==> src/design/tlv_nesting_level_tracker_core_macros.svh <==
// ----------------------------------------------------------------------------
// TLV nesting level tracker - assertion macros
// Shared concurrent assertion forms, clocked and reset-gated.
// ----------------------------------------------------------------------------
`ifndef TLV_NESTING_LEVEL_TRACKER_CORE_MACROS_SVH
`define TLV_NESTING_LEVEL_TRACKER_CORE_MACROS_SVH

// same-cycle implication
`define TLV_NLT_ASSERT_NOW(name, ck, rn, ante, cons, msg) \
	name: assert property (@(posedge ck) disable iff (!rn) (ante) |-> (cons)) \
		else $error(msg);

// next-cycle implication
`define TLV_NLT_ASSERT_NEXT(name, ck, rn, ante, cons, msg) \
	name: assert property (@(posedge ck) disable iff (!rn) (ante) |=> (cons)) \
		else $error(msg);

`endif

==> src/design/tlv_nlt_pkg.sv <==
// ----------------------------------------------------------------------------
// TLV nesting level tracker - package
// Sizes, codes and the beat types shared by controller, datapath and top.
// ----------------------------------------------------------------------------
`default_nettype none

package tlv_nlt_pkg;

	localparam int MAX_DEPTH   = 32;
	localparam int LENGTH_BITS = 32;

	localparam int DEPTH_W = $clog2(MAX_DEPTH);
	localparam int REM_W   = LENGTH_BITS + 1;
	localparam int SUB_W   = ((LENGTH_BITS > 32) ? LENGTH_BITS : 32) + 3;
	localparam int CNT_W   = 5;

	localparam logic [1:0] CMD_PRIM = 2'd0;
	localparam logic [1:0] CMD_CONS = 2'd1;
	localparam logic [1:0] CMD_EOC  = 2'd2;
	localparam logic [1:0] CMD_EOI  = 2'd3;

	localparam logic [1:0] STAT_OK        = 2'd0;
	localparam logic [1:0] STAT_ELEM_OVER = 2'd1;
	localparam logic [1:0] STAT_CONS_OVER = 2'd2;
	localparam logic [1:0] STAT_DEPTH_OVF = 2'd3;

	typedef struct packed {
		logic [1:0]  cmd;
		logic [15:0] header_bytes;
		logic [31:0] body_length;
		logic        indefinite;
	} desc_t;

	typedef struct packed {
		logic [1:0]       status;
		logic [CNT_W-1:0] depth;
		logic [CNT_W-1:0] levels_closed;
		logic [31:0]      missing_bytes;
		logic [CNT_W-1:0] missing_eoc;
	} res_t;

	typedef struct packed {
		logic load;
		logic exec;
		logic pop;
		logic scan;
		logic publish;
	} dp_cmd_t;

	typedef struct packed {
		logic is_eoi;
		logic pop_needed;
		logic scan_done;
		logic out_free;
	} dp_stat_t;

endpackage

`default_nettype wire

==> src/design/tlv_nesting_level_tracker_core.sv <==
// ----------------------------------------------------------------------------
// TLV nesting level tracker - top level
// Follows nesting depth and remaining sizes of a tag-length-value stream.
// ----------------------------------------------------------------------------
// Usage:
//   desc channel (desc_valid/desc_stall/desc) carries one element descriptor
//   per beat; res channel (res_valid/res_stall/res) returns one result beat
//   per descriptor, in order.
//   A descriptor is taken at a clock edge with desc_valid high and desc_stall
//   low. The block works on one descriptor at a time; desc_stall is high
//   from the accepting edge until the result is in the output register.
//   Sequence: after acceptance the step executes, then the pop cascade closes
//   levels, one level per cycle, until no level needs closing, and the
//   result waits for the output register; end of input instead scans the
//   open levels, one per cycle, down to the top level.
//   The level lanes are all updated together in the execute step; a new
//   descriptor is taken only once the previous one has been handed off.
//   The output register frees the input side: a new descriptor is taken
//   while the previous result still waits under res_stall. A finished result
//   holds in the datapath until the output register frees.
//   arst_n clears the depth to the top level, all indefinite marks and
//   res_valid; no clearing pass is needed.
// ----------------------------------------------------------------------------
`default_nettype none

module tlv_nesting_level_tracker_core (
	input  wire logic               clk,
	input  wire logic               arst_n,
	input  wire logic               desc_valid,
	output logic                    desc_stall,
	input  wire tlv_nlt_pkg::desc_t desc,
	output logic                    res_valid,
	input  wire logic               res_stall,
	output tlv_nlt_pkg::res_t       res
);

	tlv_nlt_pkg::dp_cmd_t  cmd;
	tlv_nlt_pkg::dp_stat_t stat;

	tlv_nlt_ctrl u_ctrl (
		.clk        (clk),
		.arst_n     (arst_n),
		.desc_valid (desc_valid),
		.desc_stall (desc_stall),
		.stat       (stat),
		.cmd        (cmd)
	);

	tlv_nlt_dp u_dp (
		.clk       (clk),
		.arst_n    (arst_n),
		.desc      (desc),
		.cmd       (cmd),
		.res_stall (res_stall),
		.stat      (stat),
		.res       (res),
		.res_valid (res_valid)
	);

endmodule

`default_nettype wire

==> src/design/tlv_nlt_ctrl.sv <==
// ----------------------------------------------------------------------------
// TLV nesting level tracker - controller
// Sequences capture, step execution, cascaded pops, end-of-input scan and
// result hand-off.
// ----------------------------------------------------------------------------
`default_nettype none

module tlv_nlt_ctrl (
	input  wire logic                  clk,
	input  wire logic                  arst_n,
	input  wire logic                  desc_valid,
	output logic                       desc_stall,
	input  wire tlv_nlt_pkg::dp_stat_t stat,
	output tlv_nlt_pkg::dp_cmd_t       cmd
);

	localparam logic [2:0] S_IDLE = 3'd0;
	localparam logic [2:0] S_EXEC = 3'd1;
	localparam logic [2:0] S_POP  = 3'd2;
	localparam logic [2:0] S_SCAN = 3'd3;
	localparam logic [2:0] S_DONE = 3'd4;

	logic [2:0] state_q;
	logic [2:0] state_d;

	assign desc_stall = (state_q != S_IDLE);

	always_comb begin
		cmd.load    = (state_q == S_IDLE) && desc_valid;
		cmd.exec    = (state_q == S_EXEC);
		cmd.pop     = (state_q == S_POP) && stat.pop_needed;
		cmd.scan    = (state_q == S_SCAN);
		cmd.publish = (state_q == S_DONE) && stat.out_free;
	end

	always_comb begin
		state_d = state_q;
		case (state_q)
			S_IDLE: begin
				if (desc_valid) state_d = S_EXEC;
			end
			S_EXEC: begin
				state_d = stat.is_eoi ? S_SCAN : S_POP;
			end
			S_POP: begin
				if (!stat.pop_needed) state_d = S_DONE;
			end
			S_SCAN: begin
				if (stat.scan_done) state_d = S_DONE;
			end
			S_DONE: begin
				if (stat.out_free) state_d = S_IDLE;
			end
			default: begin
				state_d = S_IDLE;
			end
		endcase
	end

	always_ff @(posedge clk or negedge arst_n) begin
		if (!arst_n) begin
			state_q <= S_IDLE;
		end else begin
			state_q <= state_d;
		end
	end

endmodule

`default_nettype wire

==> src/design/tlv_nlt_dp.sv <==
// ----------------------------------------------------------------------------
// TLV nesting level tracker - datapath
// Per-level remaining-size lanes, level pointer, result counters and the
// output register.
// ----------------------------------------------------------------------------
`default_nettype none

`include "tlv_nesting_level_tracker_core_macros.svh"

module tlv_nlt_dp (
	input  wire logic                 clk,
	input  wire logic                 arst_n,
	input  wire tlv_nlt_pkg::desc_t   desc,
	input  wire tlv_nlt_pkg::dp_cmd_t cmd,
	input  wire logic                 res_stall,
	output tlv_nlt_pkg::dp_stat_t     stat,
	output tlv_nlt_pkg::res_t         res,
	output logic                      res_valid
);

	localparam int MAX_DEPTH = tlv_nlt_pkg::MAX_DEPTH;
	localparam int DEPTH_W   = tlv_nlt_pkg::DEPTH_W;
	localparam int REM_W     = tlv_nlt_pkg::REM_W;
	localparam int SUB_W     = tlv_nlt_pkg::SUB_W;
	localparam int CNT_W     = tlv_nlt_pkg::CNT_W;

	localparam logic signed [SUB_W-1:0] REM_MAX_W =
		(SUB_W'(1) << tlv_nlt_pkg::LENGTH_BITS) - SUB_W'(1);
	localparam logic signed [SUB_W-1:0] REM_MIN_W = ~REM_MAX_W;
	localparam logic signed [SUB_W-1:0] U32_MAX_W = SUB_W'(32'hFFFF_FFFF);

	tlv_nlt_pkg::desc_t desc_q;

	logic signed [REM_W-1:0] rem_q [MAX_DEPTH];
	logic [MAX_DEPTH-1:0]    indef_q;
	logic [DEPTH_W-1:0]      depth_q;
	logic [DEPTH_W-1:0]      closed_q;
	logic [DEPTH_W-1:0]      eoc_q;
	logic [31:0]             mb_q;
	logic [1:0]              status_q;
	tlv_nlt_pkg::res_t       res_q;
	logic                    res_valid_q;

	logic signed [REM_W-1:0] rem_rd;
	logic signed [SUB_W-1:0] rd_wide;
	logic signed [SUB_W-1:0] hdr_wide;
	logic signed [SUB_W-1:0] body_wide;
	logic signed [SUB_W-1:0] cur;
	logic signed [SUB_W-1:0] amt;
	logic signed [SUB_W-1:0] push_wide;
	logic signed [SUB_W-1:0] lane_diff [MAX_DEPTH];
	logic signed [REM_W-1:0] lane_next [MAX_DEPTH];
	logic [DEPTH_W-1:0]      depth_inc;
	logic [DEPTH_W-1:0]      depth_dec;
	logic                    parent_def;
	logic                    too_big;
	logic                    rem_pos;
	logic                    eoc_closes;
	logic [1:0]              exec_status;
	logic [31:0]             mb_sat;

	assign rem_rd    = rem_q[depth_q];
	assign rd_wide   = {{(SUB_W-REM_W){rem_rd[REM_W-1]}}, rem_rd};
	assign hdr_wide  = SUB_W'(desc_q.header_bytes);
	assign body_wide = SUB_W'(desc_q.body_length);
	assign cur       = rd_wide - hdr_wide;
	assign depth_inc = depth_q + DEPTH_W'(1);
	assign depth_dec = depth_q - DEPTH_W'(1);

	assign parent_def = (depth_q != '0) && !indef_q[depth_q];
	assign too_big    = parent_def && (cur < body_wide);
	assign rem_pos    = !rem_rd[REM_W-1] && (rem_rd != '0);
	assign eoc_closes = (depth_q != '0) && indef_q[depth_q];
	assign mb_sat     = (rd_wide > U32_MAX_W) ? 32'hFFFF_FFFF : rd_wide[31:0];
	assign push_wide  = (body_wide > REM_MAX_W) ? REM_MAX_W : body_wide;
	assign amt        = hdr_wide + ((desc_q.cmd == tlv_nlt_pkg::CMD_PRIM) ? body_wide : '0);

	always_comb begin
		case (desc_q.cmd)
			tlv_nlt_pkg::CMD_PRIM: begin
				exec_status = too_big ? tlv_nlt_pkg::STAT_ELEM_OVER : tlv_nlt_pkg::STAT_OK;
			end
			tlv_nlt_pkg::CMD_CONS: begin
				if (too_big) begin
					exec_status = tlv_nlt_pkg::STAT_CONS_OVER;
				end else if (depth_q == DEPTH_W'(MAX_DEPTH - 1)) begin
					exec_status = tlv_nlt_pkg::STAT_DEPTH_OVF;
				end else begin
					exec_status = tlv_nlt_pkg::STAT_OK;
				end
			end
			default: begin
				exec_status = tlv_nlt_pkg::STAT_OK;
			end
		endcase
	end

	always_comb begin
		for (int i = 0; i < MAX_DEPTH; i++) begin
			lane_diff[i] = {{(SUB_W-REM_W){rem_q[i][REM_W-1]}}, rem_q[i]} - amt;
			lane_next[i] = (lane_diff[i] < REM_MIN_W) ? REM_MIN_W[REM_W-1:0]
				: lane_diff[i][REM_W-1:0];
		end
	end

	always_comb begin
		stat.is_eoi     = (desc_q.cmd == tlv_nlt_pkg::CMD_EOI);
		stat.pop_needed = (status_q == tlv_nlt_pkg::STAT_OK) && parent_def && !rem_pos;
		stat.scan_done  = (depth_q == '0);
		stat.out_free   = !res_valid_q || !res_stall;
	end

	always_ff @(posedge clk or negedge arst_n) begin
		if (!arst_n) begin
			depth_q     <= '0;
			indef_q     <= '0;
			res_valid_q <= 1'b0;
		end else begin
			if (cmd.exec && (exec_status == tlv_nlt_pkg::STAT_OK)) begin
				case (desc_q.cmd)
					tlv_nlt_pkg::CMD_CONS: begin
						depth_q            <= depth_inc;
						indef_q[depth_inc] <= desc_q.indefinite;
					end
					tlv_nlt_pkg::CMD_EOC: begin
						if (eoc_closes) depth_q <= depth_dec;
					end
					default: begin
					end
				endcase
			end
			if (cmd.pop) begin
				depth_q <= depth_dec;
			end
			if (cmd.scan) begin
				if (depth_q == '0) begin
					indef_q <= '0;
				end else begin
					depth_q <= depth_dec;
				end
			end
			if (cmd.publish) begin
				res_valid_q <= 1'b1;
			end else if (!res_stall) begin
				res_valid_q <= 1'b0;
			end
		end
	end

	always_ff @(posedge clk) begin
		if (cmd.load) begin
			desc_q <= desc;
		end
		if (cmd.exec) begin
			status_q <= exec_status;
			eoc_q    <= '0;
			mb_q     <= '0;
			if (desc_q.cmd == tlv_nlt_pkg::CMD_EOI) begin
				closed_q <= depth_q;
			end else if ((desc_q.cmd == tlv_nlt_pkg::CMD_EOC) && eoc_closes) begin
				closed_q <= DEPTH_W'(1);
			end else begin
				closed_q <= '0;
			end
			if ((exec_status == tlv_nlt_pkg::STAT_OK) &&
				(desc_q.cmd != tlv_nlt_pkg::CMD_EOI)) begin
				for (int i = 0; i < MAX_DEPTH; i++) begin
					if ((desc_q.cmd == tlv_nlt_pkg::CMD_CONS) &&
						(DEPTH_W'(i) == depth_inc)) begin
						rem_q[i] <= push_wide[REM_W-1:0];
					end else begin
						rem_q[i] <= lane_next[i];
					end
				end
			end
		end
		if (cmd.pop) begin
			closed_q <= closed_q + DEPTH_W'(1);
		end
		if (cmd.scan && (depth_q != '0)) begin
			if (indef_q[depth_q]) begin
				eoc_q <= eoc_q + DEPTH_W'(1);
			end else if (rem_pos) begin
				mb_q <= mb_sat;
			end
		end
		if (cmd.publish) begin
			res_q.status        <= status_q;
			res_q.depth         <= CNT_W'(depth_q);
			res_q.levels_closed <= CNT_W'(closed_q);
			res_q.missing_bytes <= mb_q;
			res_q.missing_eoc   <= CNT_W'(eoc_q);
		end
	end

	assign res       = res_q;
	assign res_valid = res_valid_q;

	`TLV_NLT_ASSERT_NEXT(a_pop_steps_down, clk, arst_n, cmd.pop, depth_q == $past(depth_q) - DEPTH_W'(1), "pop did not lower depth by one")
	`TLV_NLT_ASSERT_NOW(a_pop_not_top, clk, arst_n, cmd.pop, depth_q != '0, "pop requested at top level")
	`TLV_NLT_ASSERT_NEXT(a_error_holds_depth, clk, arst_n, cmd.exec && (exec_status != tlv_nlt_pkg::STAT_OK), depth_q == $past(depth_q), "rejected element changed depth")
	`TLV_NLT_ASSERT_NOW(a_error_closes_none, clk, arst_n, cmd.publish && (status_q != tlv_nlt_pkg::STAT_OK), closed_q == '0, "rejected element reports closed levels")

endmodule

`default_nettype wire
==> config.mk <==
export PLATFORM = sky130hd
export DESIGN_NAME = tlv_nesting_level_tracker_core
export DESIGN_NICKNAME = d
export VERILOG_FILES = /design/src/design/tlv_nlt_pkg.sv /design/src/design/tlv_nesting_level_tracker_core.sv /design/src/design/tlv_nlt_ctrl.sv /design/src/design/tlv_nlt_dp.sv
export VERILOG_INCLUDE_DIRS = /design/src /design/src/design
export SDC_FILE = /design/constraint.sdc
export NUM_CORES = 2
export LEC_CHECK = 0
export BUFFER_PORTS_ARGS = -buffer_cell sky130_fd_sc_hd__buf_4
export CAP_MARGIN = 20
export CORE_ASPECT_RATIO = 1.2
export CORE_UTILIZATION = 40
export CTS_BUF_LIST = sky130_fd_sc_hd__clkbuf_8
export DETAILED_ROUTE_END_ITERATION = 10
export PLACE_DENSITY = 0.62
export REMOVE_ABC_BUFFERS = 1
export SYNTH_ARGS = -nofsm -noshare
export SYNTH_HDL_FRONTEND = slang
export SYNTH_SLANG_ARGS = --single-unit
==> constraint.sdc <==
create_clock -name clk -period 73.8 [get_ports clk]
set_input_delay 7.38 -clock clk [delete_from_list [all_inputs] [get_ports clk]]
set_output_delay 7.38 -clock clk [all_outputs]
set_load 0.01 [all_outputs]
==> metrics.cfg <==
[clocking]
root_buffer = clkbuf_8
cts_sinks = 1241
clock_latency_ps = 1140
ctsResizeCount = 0
cts_max_level = 4
cts_tree = yes
path_clk_slew_ps = 60
cts_buffers = 239
clock_path_buffers = 4
hold_buffers = 0
post_cts_buffers = 0

[timing]
fin_skew_ps = 140
min_period_ps = 14240
fin_crit_sh_pct = 19.3
fmax_mhz = 70.2
relSlewSlack_pct = 4.40
finalHoldViolations = 0
fin_ws_ps = 59560
slew_viol_final = 0
worst_pin_slew_ps = 1430
finalSetupTns_ps = 0
finalSetupViolCount = 0
rsz0062_at_grt = no

[critical_path]
slowest_delay_ps = 900
critPathKind = reg -> reg
start_kind = flip-flop
worstSetupEndpointType = flip-flop
crit_top_cell = buf_4
arrival_ps = 14880
cp_max_fo = 155
cp_data_required_time_ps = 74440
cp_slowest_cell = a211oi_1

[die]
io_pins = 106
std_cell_rows = 215
dieArea_sq_mm = 0.291
coreArea_sq_mm = 0.287
initial_core_util_pct = 40.3
die_w_um = 493
die_h_um = 591

[routing]
wl_per_cell_um = 29.3
drc = 0
wl_um = 478000
initialDrtViolationCount = 11636
postRouteAntennaNets = 0
drtPass1Iterations = 10
viasPerCell = 6.46
vias = 105444

[place]
dp_hpwl_um = 350000
port_buffers = 105
placed_area_sq_mm = 0.121
place_congestion = 1.04
pre_cts_slack_ps = 59780

[cells_and_area]
drive_above_1_share_pct = 9.09
stdcell_area_sq_mm = 0.126
nets = 13575
area_delta_synth_final_pct = 8.89
fillers = 27970
final_core_util_pct = 43.9

[yosys]
yosysTopAreaCellShare_pct = 30.2
yosysWarnings = 0
synth_edf_count = 1163
ys.flop_type = edfxtp_1
synth_area_sq_mm = 0.116
netlist-cell-type-count = 104
ys_seq_area_share_pct = 31.7
ys_top_cells_by_area = edfxtp_1, ha_1, nand2_1
synth_seq_cells = 1241
syn_inst = 12321
yosysTopAreaCell = edfxtp_1
syn_area_per_cell_sq_um = 9.39
synthArstFlopShare_pct = 3.30

[global_routing]
use_met3_pct = 5.60
antenna_found_initial = 36
grt_max_degree = 156
overflow = 0
grt-busiest-layer = met2
grt_first_pass_wirelength_um = 682000
globalRouteTotalUtil_pct = 31.8
grtUsageMet1_pct = 39.8
use_met2_pct = 49.2
grt_pass1_vias = 99180

[flow_run]
cap_violations = 0

[min_path]
hold_class = reg -> reg

[status]
status = complete, no violations

==> state kept, by name, summed over array words and instances, names as in the netlist <==
name,flops
u_dp.eoc_q,5
u_dp.res_valid,1
u_ctrl.state_q,3
u_dp.mb_q,32
u_dp.desc_q,19
u_dp.indef_q,32
u_dp.body_wide,32
u_dp.status_q,2
u_dp.res,49
u_dp.rem_q,1056
u_dp.closed_q,5
u_dp.depth_q,5
==> synth_stat cells, types with 26 or more instances <==
| cell type | number |
|---|---|
| nand3_1 | 325 |
| o211ai_1 | 76 |
| fa_1 | 34 |
| clkbuf_1 | 297 |
| nand4_1 | 103 |
| a31oi_1 | 90 |
| o2111ai_1 | 26 |
| nand2b_1 | 141 |
| or3_1 | 63 |
| a31o_2 | 30 |
| nor2b_1 | 148 |
| a22o_1 | 314 |
| nor4_1 | 31 |
| mux2i_1 | 135 |
| nor3_1 | 174 |
| a21oi_1 | 956 |
| a221oi_1 | 45 |
| or2_2 | 45 |
| o21bai_1 | 142 |
| dfxtp_1 | 37 |
| ha_1 | 1165 |
| o41ai_1 | 107 |
| nand2_1 | 1352 |
| a21o_1 | 476 |
| o21ai_0 | 604 |
| and2_1 | 79 |
| a211o_1 | 44 |
| a21boi_0 | 34 |
| inv_1 | 437 |
| dfrtp_1 | 41 |
| o31a_1 | 34 |
| a22oi_1 | 53 |
| o31ai_1 | 622 |
| o21a_1 | 202 |
| o22ai_1 | 37 |
| xnor2_1 | 553 |
| nor2_1 | 571 |
| buf_2 | 149 |
| a211oi_1 | 146 |
| xor2_1 | 354 |
| edfxtp_1 | 1163 |
| and3_1 | 77 |
| mux4_2 | 221 |
| a2111oi_0 | 27 |
| buf_1 | 109 |
==> area by class of cell <==
cell class	instances	area, sq um	share of cell area [%]
diodes	15	37.5	0.0298
multi-input cells	10050	75600	60.0
clock buffers	248	3410	2.71
repair buffers	348	2690	2.14
flip-flops and latches	1241	36700	29.1
clock inverters	185	1080	0.856
inverters	441	1660	1.32
well taps	3797	4750	3.77
==> kinds of logic after synthesis <==
family | count (synthesis) | synth area share, %
AO/OA/AOI/OAI | 4332 | 25.8
XOR/XNOR | 907 | 6.87
adder cells (fa/ha/maj) | 1199 | 13.2
buffers and inverters | 1030 | 3.67
flip-flops | 1241 | 31.7
multiplexers | 389 | 5.80
AND/OR/NAND/NOR | 3223 | 13.0
==> layout by cell type, fill, tap and decap left out, drive strengths merged, types with 354 or more instances in the layout <==
cell type	count
o31ai	622
inv	518
edfxtp	1163
a21oi	957
xor2	354
o21ai	630
nor2	576
nand2	1352
ha	1165
a21o	476
xnor2	553
==> metal layers <==
metal	vias to the layer above	part of all wire (%)	wire length (um)
met3	1241	9.4	44800
met2	5261	44	208000
met5	-	0.034	161
li1	47492	-	-
met4	26	8.5	40700
met1	51424	39	184000
==> final timing paths <==
path	startpoint	to	slack (ps)	cells past startpoint
min in group asynchronous	arst_n	u_dp.depth_q[3]	6240	1
worst min register to register	u_dp.eoc_q[4]	u_dp.res[4]	450	0
worst max register to register	u_dp.depth_q[0]	u_dp.rem_q[31][21]	59560	34
worst max-delay path	u_dp.depth_q[0]	u_dp.rem_q[31][21]	59560	34
worst min-delay path	u_dp.eoc_q[4]	u_dp.res[4]	450	0
max in group asynchronous	arst_n	u_dp.depth_q[1]	67050	1
==> worst max-delay path, delay by kind of cell, from the launching register on <==
| family | cells | cell delay (ps) |
|---|---|---|
| compound gates | 12 | 3090 |
| xor+xnor | 1 | 160 |
| fa+ha+maj | 2 | 690 |
| buf+inv | 11 | 6500 |
| flops | 1 | 720 |
| mux | 1 | 580 |
| simple gates | 7 | 1300 |
==> metrics by stage <==
stage | hold WS [ps] | cells
CTS | 449 | 16307
floorplan | 400 | 11732
global placement | 425 | 15874
detailed placement | 435 | 15874
global route | 471 | 16313
finish | 449 | 16325
Power is left out: the tool's default activity adds up to more than one toggle a clock period on the data nets, which glitch-free logic cannot reach.
